**config.mk**
```make
export PLATFORM = sky130hd
export DESIGN_NAME = key_press_classifier_unit
export DESIGN_NICKNAME = d
export VERILOG_FILES = /design/src/rtl/kpc_pkg.sv /design/src/rtl/key_press_classifier_unit.sv
export SDC_FILE = /design/constraint.sdc
export NUM_CORES = 1
export LEC_CHECK = 0
export BUFFER_PORTS_ARGS = -buffer_cell sky130_fd_sc_hd__buf_2
export CELL_PAD_IN_SITES_DETAIL_PLACEMENT = 0
export CELL_PAD_IN_SITES_GLOBAL_PLACEMENT = 1
export CORE_UTILIZATION = 45
export CTS_CLUSTER_DIAMETER = 150
export DETAILED_ROUTE_END_ITERATION = 7
export PLACE_DENSITY_LB_ADDON = 0.1
export SLEW_MARGIN = 10
export SYNTH_ARGS = -nofsm -noshare
export SYNTH_HDL_FRONTEND = slang
export SYNTH_SLANG_ARGS = --single-unit
```
**constraint.sdc**
```tcl
create_clock -name clk -period 12.98 [get_ports clk]
set_input_delay 0 -clock clk [delete_from_list [all_inputs] [get_ports clk]]
set_output_delay 0 -clock clk [all_outputs]
set_load 0.1 [all_outputs]
```
**src/rtl/kpc_pkg.sv**
```systemverilog
// ----------------------------------------------------------------------------
// kpc_pkg
// Types and codes shared by the key press classifier.
// ----------------------------------------------------------------------------
package kpc_pkg;

    localparam int CountW = 16;
    localparam int ClickW = 8;
    localparam int EventW = 3;
    localparam int RegIdxW = 3;

    // Key phase, one-hot
    typedef enum logic [3:0] {
        PH_IDLE    = 4'b0001,
        PH_PRESSED = 4'b0010,
        PH_LONG    = 4'b0100,
        PH_REPEAT  = 4'b1000
    } phase_t;

    // Reported events
    typedef enum logic [EventW-1:0] {
        EV_NONE         = 3'd0,
        EV_PRESS        = 3'd1,
        EV_LONG         = 3'd2,
        EV_REPEAT       = 3'd3,
        EV_RELEASE      = 3'd4,
        EV_LONG_RELEASE = 3'd5
    } event_t;

    // Register indexes (byte address = 4 * index)
    localparam logic [RegIdxW-1:0] REG_SHORT_THR  = 3'd0;
    localparam logic [RegIdxW-1:0] REG_LONG_THR   = 3'd1;
    localparam logic [RegIdxW-1:0] REG_REL_DELAY  = 3'd2;
    localparam logic [RegIdxW-1:0] REG_REPEAT_EN  = 3'd3;
    localparam logic [RegIdxW-1:0] REG_MULTI_EN   = 3'd4;

    localparam logic [CountW-1:0] CountMax = {CountW{1'b1}};
    localparam logic [ClickW-1:0] ClickMax = {ClickW{1'b1}};

    // Add with saturation at the counter maximum
    function automatic logic [CountW-1:0] sat_add(input logic [CountW-1:0] a,
                                                 input logic [CountW-1:0] b);
        logic [CountW:0] s;
        s = {1'b0, a} + {1'b0, b};
        return s[CountW] ? CountMax : s[CountW-1:0];
    endfunction

endpackage

```
**src/rtl/key_press_classifier_unit.sv**
```systemverilog
// ----------------------------------------------------------------------------
// key_press_classifier_unit
// Classifies one sampled key level per scan tick into press, long press,
// repeat, release and long release events, with multi-click counting.
// ----------------------------------------------------------------------------
// One beat on the input channel carries one key sample (key_down, 1 = held)
// and yields exactly one output beat: an event code (0 none, 1 press, 2 long
// press, 3 repeat, 4 release, 5 long release) and the click count as it stood
// before that sample. A new sample is taken every cycle unless in_stall is
// high; each beat goes through an input register, one stage of counter
// increments and compares that updates the key state, and an output register.
// The output register decouples the two sides: input stalls only when the
// input register is full and the output register holds a beat that the
// consumer is stalling. The thresholds, release delay and the repeat and
// multi-click enables sit in APB registers at byte addresses 0x00, 0x04,
// 0x08, 0x0C and 0x10; write them only while no beat is in flight. Counters
// saturate at their maximum.
module key_press_classifier_unit
    import kpc_pkg::*;
(
    input  logic                clk,
    input  logic                rst_n,
    // sample channel
    input  logic                in_valid,
    output logic                in_stall,
    input  logic                key_down,
    // event channel
    output logic                out_valid,
    input  logic                out_stall,
    output logic [EventW-1:0]   event_res,
    output logic [ClickW-1:0]   click_count,
    // configuration port
    input  logic                psel,
    input  logic                penable,
    input  logic                pwrite,
    input  logic [4:0]          paddr,
    input  logic [31:0]         pwdata,
    output logic [31:0]         prdata,
    output logic                pready
);

    // ---------------- configuration registers ----------------
    logic [CountW-1:0] short_thr_reg;
    logic [CountW-1:0] long_thr_reg;
    logic [CountW-1:0] rel_delay_reg;
    logic              repeat_en_reg;
    logic              multi_en_reg;

    logic [RegIdxW-1:0] reg_idx;
    logic               cfg_write;

    assign pready    = 1'b1;
    assign reg_idx   = paddr[4:2];
    assign cfg_write = psel & penable & pwrite & pready;

    always_ff @(posedge clk or negedge rst_n)
    begin
        if (!rst_n)
        begin
            short_thr_reg <= 16'd2;
            long_thr_reg  <= 16'd100;
            rel_delay_reg <= 16'd30;
            repeat_en_reg <= 1'b1;
            multi_en_reg  <= 1'b1;
        end
        else if (cfg_write)
        begin
            unique case (reg_idx)
                REG_SHORT_THR: short_thr_reg <= pwdata[CountW-1:0];
                REG_LONG_THR:  long_thr_reg  <= pwdata[CountW-1:0];
                REG_REL_DELAY: rel_delay_reg <= pwdata[CountW-1:0];
                REG_REPEAT_EN: repeat_en_reg <= pwdata[0];
                REG_MULTI_EN:  multi_en_reg  <= pwdata[0];
                default: ;
            endcase
        end
    end

    always_comb
    begin
        unique case (reg_idx)
            REG_SHORT_THR: prdata = {16'd0, short_thr_reg};
            REG_LONG_THR:  prdata = {16'd0, long_thr_reg};
            REG_REL_DELAY: prdata = {16'd0, rel_delay_reg};
            REG_REPEAT_EN: prdata = {31'd0, repeat_en_reg};
            REG_MULTI_EN:  prdata = {31'd0, multi_en_reg};
            default:       prdata = 32'd0;
        endcase
    end

    // ---------------- handshake ----------------
    logic in_valid_reg;
    logic key_down_reg;
    logic out_valid_reg;
    logic out_open;     // output register can take a beat this cycle
    logic step;         // process the sample in the input register

    assign out_open = !out_valid_reg || !out_stall;
    assign step     = in_valid_reg && out_open;
    // hold the input only when the sample register is full and cannot drain
    assign in_stall = in_valid_reg && !out_open;

    always_ff @(posedge clk or negedge rst_n)
    begin
        if (!rst_n)
        begin
            in_valid_reg <= 1'b0;
        end
        else if (!in_stall)
        begin
            in_valid_reg <= in_valid;
        end
    end

    always_ff @(posedge clk)
    begin
        if (in_valid && !in_stall)
        begin
            key_down_reg <= key_down;
        end
    end

    // ---------------- key state ----------------
    logic [CountW-1:0] press_ticks_reg, press_ticks_next;
    phase_t            phase_reg, phase_next;
    logic [CountW-1:0] repeat_mark_reg, repeat_mark_next;
    logic [CountW-1:0] rel_ticks_reg, rel_ticks_next;
    logic [ClickW-1:0] clicks_reg, clicks_next;
    event_t            event_next;

    logic              advanced;
    logic [CountW-1:0] press_inc;
    logic [CountW-1:0] mark_from_press;
    logic [CountW-1:0] rel_inc;

    assign advanced        = press_ticks_reg != CountMax;
    assign press_inc       = advanced ? press_ticks_reg + 16'd1 : press_ticks_reg;
    assign mark_from_press = sat_add(press_inc, long_thr_reg);
    assign rel_inc         = sat_add(rel_ticks_reg, 16'd1);

    always_comb
    begin
        press_ticks_next = press_ticks_reg;
        phase_next       = phase_reg;
        repeat_mark_next = repeat_mark_reg;
        rel_ticks_next   = rel_ticks_reg;
        clicks_next      = clicks_reg;
        event_next       = EV_NONE;

        if (key_down_reg)
        begin
            press_ticks_next = press_inc;
            if (phase_reg == PH_LONG)
            begin
                // arm the first repeat one interval after this sample
                if (repeat_en_reg)
                begin
                    phase_next       = PH_REPEAT;
                    repeat_mark_next = mark_from_press;
                end
            end
            else if (repeat_en_reg && phase_reg == PH_REPEAT && advanced &&
                     repeat_mark_reg == press_inc)
            begin
                event_next       = EV_REPEAT;
                repeat_mark_next = mark_from_press;
            end
            else if (advanced && press_inc == long_thr_reg)
            begin
                phase_next = PH_LONG;
                event_next = EV_LONG;
            end
            else if (advanced && press_inc == short_thr_reg)
            begin
                phase_next = PH_PRESSED;
                event_next = EV_PRESS;
                if (multi_en_reg)
                begin
                    if (clicks_reg != ClickMax)
                    begin
                        clicks_next = clicks_reg + 8'd1;
                    end
                    rel_ticks_next = '0;
                end
            end
        end
        else
        begin
            press_ticks_next = '0;
            unique case (phase_reg) inside
                PH_PRESSED:
                begin
                    if (multi_en_reg)
                    begin
                        // wait out the release delay before closing the run
                        rel_ticks_next = rel_inc;
                        if (rel_inc > rel_delay_reg)
                        begin
                            event_next     = EV_RELEASE;
                            clicks_next    = '0;
                            rel_ticks_next = '0;
                            phase_next     = PH_IDLE;
                        end
                    end
                    else
                    begin
                        event_next = EV_RELEASE;
                        phase_next = PH_IDLE;
                    end
                end
                PH_LONG, PH_REPEAT:
                begin
                    event_next = EV_LONG_RELEASE;
                    if (multi_en_reg)
                    begin
                        clicks_next    = '0;
                        rel_ticks_next = '0;
                    end
                    phase_next = PH_IDLE;
                end
                default: ;
            endcase
        end
    end

    always_ff @(posedge clk or negedge rst_n)
    begin
        if (!rst_n)
        begin
            press_ticks_reg <= '0;
            phase_reg       <= PH_IDLE;
            repeat_mark_reg <= '0;
            rel_ticks_reg   <= '0;
            clicks_reg      <= '0;
        end
        else if (step)
        begin
            press_ticks_reg <= press_ticks_next;
            phase_reg       <= phase_next;
            repeat_mark_reg <= repeat_mark_next;
            rel_ticks_reg   <= rel_ticks_next;
            clicks_reg      <= clicks_next;
        end
    end

    // ---------------- output register ----------------
    logic [EventW-1:0] event_reg;
    logic [ClickW-1:0] click_count_reg;

    always_ff @(posedge clk or negedge rst_n)
    begin
        if (!rst_n)
        begin
            out_valid_reg <= 1'b0;
        end
        else if (out_open)
        begin
            out_valid_reg <= in_valid_reg;
        end
    end

    // report the click count as it stood before this sample
    always_ff @(posedge clk)
    begin
        if (step)
        begin
            event_reg       <= event_next;
            click_count_reg <= clicks_reg;
        end
    end

    assign out_valid   = out_valid_reg;
    assign event_res   = event_reg;
    assign click_count = click_count_reg;

endmodule

```
==> results.yml, run 1 <==
status:
  status: "finished, final reports clean"
sta:
  tightest_slew_ns: 1.084
  slew_violations: 0
  rsz0062_at_grt: "no"
  finalCritPeriodShare_pct: 42.08
  fin_setup_tns_ns: 0
  relSlewSlack_pct: 27.76
  finalCriticalPeriod_ns: 5.463
  max_freq_mhz: 183.1
  finClkSkew_ns: 0.01287
  hold_slack_ns: 0.08049
  setup_violations: 0
  hold_violations: 0
synth:
  ys_seq_area_share_pct: 35.25
  syn_inst: 1020
  netlist_top_cells_area: "dfrtp_1 28%, ha_1 4.9%, mux2_2 4.7%"
  syn_area_um2: 9011
  synthArstFlopShare_pct: 90.32
  ys.flop_type: "dfrtp_1"
  syn_area_per_cell_um2: 8.834
  synth_seq_cells: 124
  yosysUniqueCellTypes: 85
  synth_top_area_share_pct: 28.05
  yosys_warnings: 0
  synth_edf_count: 12
  synth_area_leader_cell: "dfrtp_1"
die:
  core-area_um2: 19530
  start_util_pct: 46.15
  rows: 51
  ios: 91
  dieWidth_um: 143.5
  die_area_um2: 20600
  die_y_um: 143.5
setup_path:
  worstSetupPathType: "flop to flop"
  crit_chain: "nand4_2 > nor4_2 > buf_4 > nor2_1 > xor2_1 > ha_1 > nand2_1 > o21ai_0 > o211ai_1 > a311oi_1 > o21a_1 > o21a_1 > nor3_1 > o21ai_2 > o22a_1"
  r2r_setup_slack_ns: 7.52
  critPathCaptureType: "flop"
  cp-start-kind: "flop"
  worstRegToRegCells: 15
  required_ns: 13.35
  setup.worst_path.start: "press_ticks_reg[6]"
  cp_max_fo: 20
  crit_family: "compound AO/OA/AOI/OAI gates"
  cp_common_cell: "o21a_1"
  crit_slowest_cell: "nor4_2"
  r2r_end: "repeat_mark_reg[12]"
  max_stage_delay_ns: 0.90
  reg2reg_from: "press_ticks_reg[6]"
  arrival_ns: 5.83
  crit_buf_inv: 1
clocking:
  cts_tree: "yes"
  cts_setup_buffers: 0
  cts_buffers: 17
  htreeDepth: 4
  cts.path.max_buffers: 2
  clk_latency_ns: 0.43
  cts-root-buf: "clkbuf_16"
  clk_pin_slew_ns: 0.06
  cts.sinks: 124
layout:
  mostFrequentLayoutCell: "nand2_1"
  n_antenna_cell: 0
  drive_gt1_share_pct: 15.97
  synthToLayoutAreaGrowth_pct: 13.05
  final_cell_mix: "102 x nand2_1, 101 x dfrtp_1, 92 x nor2_1"
  design.final.nets: 1145
run:
  drv_cap: 0
place:
  dpl.hpwl_um: 19370
  gp_congestion: 0.9946
  io_buffers: 55
grt:
  grt_antenna_before_repair: 1
  grt_max_degree: 70
  grt_pass1_vias: 7440
  overflow: 0
  grt_first_pass_wirelength_um: 42130
  grtUsageTotal_pct: 27.38
worst_hold_path:
  worstHoldPathType: "input port to flop"
  whs_path_depth: 4
  hold_path_startpoint: "penable"
  min_to: "multi_en_reg"
drt:
  drt_wl_total_um: 26470
  drtPass1Iterations: 5
  drt_first_iter_violations: 625
  vias: 7867
  antenna_left: 0
  via_per_inst: 5.862
  drc_errors: 0
  wl_per_cell_um: 19.73
power_and_ir_drop:
  p_leak_nw: 4.468
  vdd_drop_max_mv: 0.1026
  powerDensity_nw_per_um2: 138.2
==> cell type report <==
type / count / area (um^2)
fill: 1918 / 9339
sequential: 124 / 3177
clock inverter: 15 / 173.9
clock buffer: 17 / 425.4
timing repair buffer: 85 / 555.5
tap: 265 / 331.6
inverter: 30 / 112.6
multi-input combinational: 806 / 5411
==> power breakdown <==
| part | switching (W) | internal, W | leakage [nW] |
|---|---|---|---|
| logic | 0.000261 | 0.000149 | 2.67 |
| registers | 0.0000646 | 0.000450 | 1.50 |
| clock network | 0.000223 | 0.000260 | 0.293 |
| total | 0.000549 | 0.000859 | 4.47 |
==> per-stage QoR <==
| stage | std cells | worst slack, ns | utilization, % | total power, W | area, um^2 |
|---|---|---|---|---|---|
| global placement | 1289 | 7.596 | 48.03 | 0.0009213 | 9378 |
| finish | 1342 | 7.517 | 52.17 | 0.001408 | 10190 |
| detailed placement | 1289 | 7.615 | 48.03 | 0.0009240 | 9378 |
| CTS | 1342 | 7.603 | 52.17 | 0.001415 | 10190 |
| global route | 1342 | 7.100 | 52.17 | 0.001480 | 10190 |
| floorplan | 1035 | 8.474 | - | 0.0008197 | 9067 |
==> how the worst max path moves through the flow <==
stage,to,slack [ns],cells after the start
after floorplan,rel_ticks_reg[2],8.47,19
after global routing,rel_ticks_reg[4],7.10,18
final,repeat_mark_reg[12],7.52,15
after CTS,repeat_mark_reg[7],7.60,15
after detailed placement,repeat_mark_reg[7],7.61,15
after global placement,rel_ticks_reg[2],7.60,18
==> worst reg2reg max path, cell delays in order, from the launching register on <==
cell and delay [ns]:
dfrtp_1 0.74, nand4_2 0.48, nor4_2 0.91, buf_4 0.32, nor2_1 0.10, xor2_1 0.42
ha_1 0.29, nand2_1 0.06, o21ai_0 0.32, o211ai_1 0.21, a311oi_1 0.38, o21a_1 0.19
o21a_1 0.15, nor3_1 0.06, o21ai_2 0.53, o22a_1 0.25
==> Yosys cell counts (3+ instances only) <==
| master | n |
|---|---|
| nand2_1 | 102 |
| dfrtp_1 | 101 |
| nor2_1 | 93 |
| o21ai_0 | 62 |
| a21oi_1 | 53 |
| clkbuf_1 | 39 |
| mux2_2 | 38 |
| ha_1 | 35 |
| nand3_1 | 35 |
| xnor2_1 | 29 |
| inv_1 | 28 |
| a22o_1 | 21 |
| mux2i_1 | 20 |
| buf_4 | 19 |
| nand4_1 | 19 |
| nor3_1 | 19 |
| o211ai_1 | 19 |
| xor2_1 | 19 |
| and3_1 | 16 |
| o22a_1 | 16 |
| nor2b_1 | 14 |
| nand2b_1 | 13 |
| nor4_1 | 13 |
| buf_2 | 12 |
| edfxtp_1 | 12 |
| o21a_1 | 12 |
| a21o_1 | 11 |
| dfstp_2 | 11 |
| a211oi_1 | 8 |
| o31ai_1 | 8 |
| or4_1 | 8 |
| a31oi_1 | 7 |
| o2111ai_1 | 7 |
| or3_1 | 7 |
| nand3b_1 | 6 |
| or2_2 | 6 |
| and2_1 | 4 |
| buf_1 | 4 |
| nor3b_1 | 4 |
| nor4b_1 | 4 |
| a2111oi_0 | 3 |
| a221o_1 | 3 |
| nand4b_1 | 3 |
| o2bb2ai_1 | 3 |
| o31a_1 | 3 |
==> cells by family (layout without fill, tap and decap cells) <==
logic type / count (synthesis) / in the layout / synth area share [%]
AO/OA/AOI/OAI: 264 / 264 / 20.58
XOR/XNOR: 48 / 48 / 4.665
adder cells (fa/ha/maj): 36 / 36 / 5.082
buffers and inverters: 105 / 147 / 5.415
flip-flops: 124 / 124 / 35.25
multiplexers: 60 / 60 / 7.387
other: 2 / 17 / 0.08334
AND/OR/NAND/NOR: 381 / 381 / 21.54
==> layer usage <==
layer  track usage (%)  wire length, um  vias to the layer above
li1                  -                -                     3824
met1             38.44            12520                     3763
met2             41.90            11980                      230
met3             4.865             1232                       48
met4             10.13              726                        2
met5                 0                9                        -
==> what timing repair did <==
action | CTS | global route
endpoints found under the setup margin | 0 | 0
hold buffers | 21 | 0
hold endpoints to repair | 97 | 0
gates resized for setup | 0 | 0
(Power assumes the default switching activity.)
==> run 2, diff against run 1 <==
==> constraint.sdc (replaced) <==
create_clock -name clk -period 5.46 [get_ports clk]
set_input_delay 0 -clock clk [delete_from_list [all_inputs] [get_ports clk]]
set_output_delay 0 -clock clk [all_outputs]
set_load 0.1 [all_outputs]
==> run 2 against run 1 <==
  * Critical path depth up 5
  * First-iteration DRC count down 2.7%
  * Via count up 1.9%
  * Count of clock-buffer cells in the layout up 3
  * Core utilization up 0.60 points
  * Critical endpoint is now clicks_reg[3]
  * Combinational power up 140%
  * Largest cell class unchanged
  * Die area unchanged
  * Global-route usage up 0.54 points
==> results.yml, run 2 (synthesis results as in run 1) <==
sta:
  setup_slack_ns: 0.7276
  tightest_slew_ns: 0.9698
  setup_violations: 0
  finalCriticalPeriod_ns: 4.732
  hold_slack_ns: 0.08293
  fin_setup_tns_ns: 0
  hold_violations: 0
  rsz0062_at_grt: "no"
  relSlewSlack_pct: 35.28
  max_freq_mhz: 211.3
  slew_violations: 0
  finalCritPeriodShare_pct: 86.67
  finClkSkew_ns: 0.01150
drt:
  antenna_left: 0
  wl_per_cell_um: 19.92
  drtPass1Iterations: 5
  drt_first_iter_violations: 608
  via_per_inst: 5.886
  drt_wl_total_um: 27130
  drc_errors: 0
  vias: 8017
setup_path:
  critPathCaptureType: "flop"
  cp-start-kind: "flop"
  r2r_setup_slack_ns: 0.73
  required_ns: 5.80
  max_stage_delay_ns: 0.52
  crit_buf_inv: 2
  r2r_end: "clicks_reg[3]"
  cp_max_fo: 15
  worstSetupPathType: "flop to flop"
  crit_family: "simple AND/OR/NAND/NOR gates"
  crit_slowest_cell: "a21oi_1"
  reg2reg_from: "rel_ticks_reg[0]"
  crit_chain: "ha_1 > and3_1 > nand3_1 > or2_2 > nor2_1 > and3_1 > nand3_1 > buf_4 > and2_1 > ha_1 > nor2b_1 > o21ai_0 > a21oi_1 > o221ai_1 > a21oi_1 > o2111ai_1 > buf_4 > nor4b_1 > nand2_1 > o211ai_1"
  arrival_ns: 5.08
  worstRegToRegCells: 20
die:
  dieWidth_um: 143.5
  rows: 51
  ios: 91
  core-area_um2: 19530
  die_y_um: 143.5
  die_area_um2: 20600
  start_util_pct: 46.15
grt:
  grt_antenna_before_repair: 0
  grtUsageTotal_pct: 27.92
  grt_max_degree: 66
  grt_pass1_vias: 7529
  grt_first_pass_wirelength_um: 42740
  overflow: 0
clocking:
  cts_buffers: 17
  clk_pin_slew_ns: 0.06
  htreeDepth: 4
  cts_setup_buffers: 0
  cts_tree: "yes"
  clk_latency_ns: 0.43
  cts_resized: 0
  cts-root-buf: "clkbuf_16"
  cts.sinks: 124
  cts.path.max_buffers: 2
  cts_hold_buf: 21
run:
  drv_cap: 0
worst_hold_path:
  min_to: "multi_en_reg"
  worstHoldPathType: "input port to flop"
  hold_path_startpoint: "penable"
  whs_path_depth: 4
layout:
  mostFrequentLayoutCell: "nand2_1"
  final_cell_mix: "102 x nand2_1, 101 x dfrtp_1, 92 x nor2_1"
  drive_gt1_share_pct: 17.50
  fin_cells: 1362
  regArea_um2: 3177
  multiInputGateArea_um2: 5411
  design.final.nets: 1166
  synthToLayoutAreaGrowth_pct: 14.36
  n_antenna_cell: 0
  fillers: 1895
power_and_ir_drop:
  p_total_w: 0.003299
  vdd_drop_max_mv: 0.2102
  p_leak_nw: 4.556
  powerDensity_nw_per_um2: 320.1
place:
  post-place-ws_ns: 0.8101
  io_buffers: 55
  place_inst: 1310
  gp_congestion: 0.9703
  dpl.hpwl_um: 19940
status:
  status: "finished, final reports clean"
[run 2: cell types whose count changed in the layout (fill, tap and decap cells not counted), moves of 2 or more]
cell / before / now
buf_4: 10 / 31
clkbuf_8: 0 / 2
clkinv_2: 0 / 3
clkinv_8: 4 / 0
inv_8: 5 / 0
[run 2: worst max-delay path by stage]
stage,start,to,slack (ns),depth (start not counted)
after floorplan,rel_ticks_reg[0],rel_ticks_reg[2],0.95,19
after global placement,rel_ticks_reg[0],clicks_reg[3],0.82,20
after detailed placement,rel_ticks_reg[0],clicks_reg[7],0.81,20
after CTS,rel_ticks_reg[0],clicks_reg[7],0.75,20
after global routing,rel_ticks_reg[2],clicks_reg[7],0.19,19
final,rel_ticks_reg[0],clicks_reg[3],0.73,20
[run 2: layer usage]
layer	part of all wire [%]	global-route usage, %	vias to the layer above	wire [um]
met3	5.0	5.765	39	1353
li1	-	-	3865	-
met2	45	43.33	245	12330
met4	2.7	9.351	0	733
met5	0	0	-	0
met1	47	38.60	3868	12710
[run 2: worst min-delay path, cell delays in order]
cell     delay (ns)
buf_2          0.09
nand3_1        0.10
nor2_1         0.07
mux2_2         0.21
[run 2: stage by stage]
| step | instance area (um^2) | utilization [%] |
|---|---|---|
| after CTS | 10300 | 52.77 |
| after global routing | 10300 | 52.77 |
| after floorplan | 9067 | - |
| final | 10300 | 52.77 |
| after global placement | 9535 | 48.83 |
| after detailed placement | 9535 | 48.83 |
[run 2: power breakdown]
| group | internal (W) | leakage (nW) | switching, W |
|---|---|---|---|
| combinational | 0.000356 | 2.77 | 0.000625 |
| clock | 0.000634 | 0.279 | 0.000459 |
| sequential | 0.00107 | 1.50 | 0.000154 |
| total | 0.00206 | 4.56 | 0.00124 |
[run 2: layout make-up]
cell class	count	area share, %
Inverter	30	1.093
Timing Repair Buffer	106	6.921
Clock buffer	20	4.638
Multi-Input combinational cell	806	52.51
Tap cell	265	3.218
Sequential cell	124	30.83
Clock inverter	11	0.7892
==> run 3, diff against run 2 <==
--- a/config.mk
+++ b/config.mk
@@ -12,6 +12,7 @@
 export CTS_CLUSTER_DIAMETER = 150
 export DETAILED_ROUTE_END_ITERATION = 7
 export PLACE_DENSITY_LB_ADDON = 0.1
+export REMOVE_ABC_BUFFERS = 1
 export SLEW_MARGIN = 10
 export SYNTH_ARGS = -nofsm -noshare
 export SYNTH_HDL_FRONTEND = slang
==> run 3 against run 2 <==
  * Final cell count down 0.15%
  * Wire length down 2.1%
  * First-iteration DRC count down 14%
  * Core utilization up 0.15 points
  * Sequential share of layout area down 0.089 points
  * Global-route usage down 0.62 points
  * Critical path depth unchanged
  * Combinational power down 0.7%
  * Non-clock buffer count down 3
  * Via count up 0.25%
  * Largest cell class unchanged
==> results.yml, run 3 (synthesis results as in run 1) <==
worst_hold_path:
  hold_path_startpoint: "penable"
  worstHoldPathType: "input port to flop"
  whs_path_depth: 4
  min_to: "multi_en_reg"
grt:
  overflow: 0
  grtUsageTotal_pct: 27.30
  use_met2_pct: 43.25
  use_met3_pct: 4.499
  top_usage_layer: "met2"
  grt_first_pass_wirelength_um: 42040
  grt_max_degree: 69
  met1_usage_pct: 37.87
  grt_pass1_vias: 7450
  grt_antenna_before_repair: 0
clocking:
  cts_resized: 0
  cts.path.max_buffers: 2
  cts-root-buf: "clkbuf_16"
  clk_latency_ns: 0.44
  cts_setup_buffers: 0
  cts_tree: "yes"
  cts.sinks: 124
  clk_pin_slew_ns: 0.07
  cts_buffers: 17
  htreeDepth: 4
setup_path:
  r2r_setup_slack_ns: 0.69
  required_ns: 5.81
  crit_chain: "ha_1 > and3_1 > nand3_1 > or2_2 > nor2_1 > and3_1 > nand3_1 > buf_4 > and2_1 > ha_1 > nor2b_1 > o21ai_0 > a21oi_1 > o221ai_1 > a21oi_1 > o2111ai_1 > buf_4 > nor4b_1 > nand2_1 > o211ai_1"
  crit_buf_inv: 2
  crit_slowest_cell: "a21oi_1"
  crit_family: "simple AND/OR/NAND/NOR gates"
  cp_max_fo: 21
  arrival_ns: 5.13
  max_stage_delay_ns: 0.51
  reg2reg_from: "rel_ticks_reg[0]"
  worstSetupPathType: "flop to flop"
  worstRegToRegCells: 20
  critPathCaptureType: "flop"
  cp-start-kind: "flop"
  r2r_end: "clicks_reg[3]"
layout:
  fillers: 1903
  final_cell_mix: "102 x nand2_1, 101 x dfrtp_1, 92 x nor2_1"
  final_util_pct: 52.93
  mostFrequentLayoutCell: "nand2_1"
  n_antenna_cell: 0
  drive_gt1_share_pct: 17.35
  synthToLayoutAreaGrowth_pct: 14.69
  design.final.nets: 1163
  postLayoutCellArea_um2: 10330
die:
  rows: 51
  start_util_pct: 46.15
  die_y_um: 143.5
  ios: 91
  core-area_um2: 19530
  dieWidth_um: 143.5
  die_area_um2: 20600
status:
  status: "finished, final reports clean"
power_and_ir_drop:
  p_leak_nw: 4.567
  vdd_drop_max_mv: 0.2370
  powerDensity_nw_per_um2: 329.0
drt:
  via_per_inst: 5.910
  wl_per_cell_um: 19.52
  antenna_left: 0
  drt_wl_total_um: 26550
  drt_first_iter_violations: 524
  vias: 8037
  drc_errors: 0
  drtPass1Iterations: 5
place:
  gp_congestion: 0.9764
  io_buffers: 55
  dpl.hpwl_um: 19600
  place_area_um2: 9513
sta:
  relSlewSlack_pct: 34.04
  finalCriticalPeriod_ns: 4.774
  slew_violations: 0
  rsz0062_at_grt: "no"
  tightest_slew_ns: 0.9883
  finalCritPeriodShare_pct: 87.44
  hold_violations: 0
  max_freq_mhz: 209.4
  finClkSkew_ns: 0.01429
  setup_violations: 0
run:
  drv_cap: 0
## run 3: cell count changes in the layout (fill, tap and decap cells not counted), sizes merged
cell	previous run	this run
inv	33	37
buf	85	82
bufinv	0	2
clkbuf	20	18
clkinv	7	5
clkinvlp	1	0
## run 3: worst reg2reg max path, cell delays in order, from the launching register on
cell and delay (ns):
dfrtp_1 0.41, ha_1 0.27, and3_1 0.24, nand3_1 0.17, or2_2 0.39, nor2_1 0.31, and3_1 0.24, nand3_1 0.08
buf_4 0.21, and2_1 0.19, ha_1 0.18, nor2b_1 0.10, o21ai_0 0.08, a21oi_1 0.17, o221ai_1 0.14, a21oi_1 0.51
o2111ai_1 0.27, buf_4 0.25, nor4b_1 0.28, nand2_1 0.09, o211ai_1 0.12
## run 3: area by class of cell
class | count | area (um^2) | area share, %
Multi-Input combinational cell | 806 | 5411 | 52.36
Sequential cell | 124 | 3177 | 30.74
Timing Repair Buffer | 103 | 690.7 | 6.683
Clock buffer | 18 | 439.2 | 4.249
Tap cell | 265 | 331.6 | 3.208
Clock inverter | 14 | 172.7 | 1.671
Inverter | 30 | 112.6 | 1.090
## run 3: power breakdown
| part | total (W) | switching (W) | internal [W] |
|---|---|---|---|
| sequential | 0.00122 | 0.000154 | 0.00107 |
| combinational | 0.000974 | 0.000617 | 0.000357 |
| clock | 0.00120 | 0.000498 | 0.000704 |
## run 3: how the worst max path moves through the flow
stage / from / endpoint / slack, ns / depth (start not counted)
4_1_cts: rel_ticks_reg[0] / rel_ticks_reg[7] / 0.71 / 20
2_1_floorplan: rel_ticks_reg[0] / rel_ticks_reg[10] / -0.44 / 16
6_report: rel_ticks_reg[0] / clicks_reg[3] / 0.69 / 20
3_3_place_gp: rel_ticks_reg[0] / rel_ticks_reg[13] / 0.75 / 18
3_5_place_dp: rel_ticks_reg[0] / clicks_reg[3] / 0.76 / 20
5_1_grt: rel_ticks_reg[0] / clicks_reg[3] / 0.12 / 20
## run 3: stage by stage
step	setup TNS (ns)	hold WS [ns]	setup slack (ns)	total power (W)	instances
final	0	0.07791	0.6855	0.003401	1360
after floorplan	-3.642	-0.2956	-0.4436	0.001923	960
after CTS	0	0.07012	0.7053	0.003423	1360
after global routing	0	0.09358	0.1225	0.003571	1360
after detailed placement	0	0.1813	0.7570	0.002195	1307
after global placement	0	0.1810	0.7463	0.002187	1307
## run 3: layer usage
| metal | up-vias | wire length (um) |
|---|---|---|
| li1 | 3859 | - |
| met2 | 241 | 12250 |
| met5 | - | 0 |
| met3 | 41 | 1198 |
| met1 | 3896 | 12480 |
| met4 | 0 | 624 |
## run 3: repair_timing
| action | in CTS | in global routing |
|---|---|---|
| hold buffers | 21 | 0 |
| endpoints found under the hold margin | 117 | 0 |
| endpoints found under the setup margin | 0 | 0 |
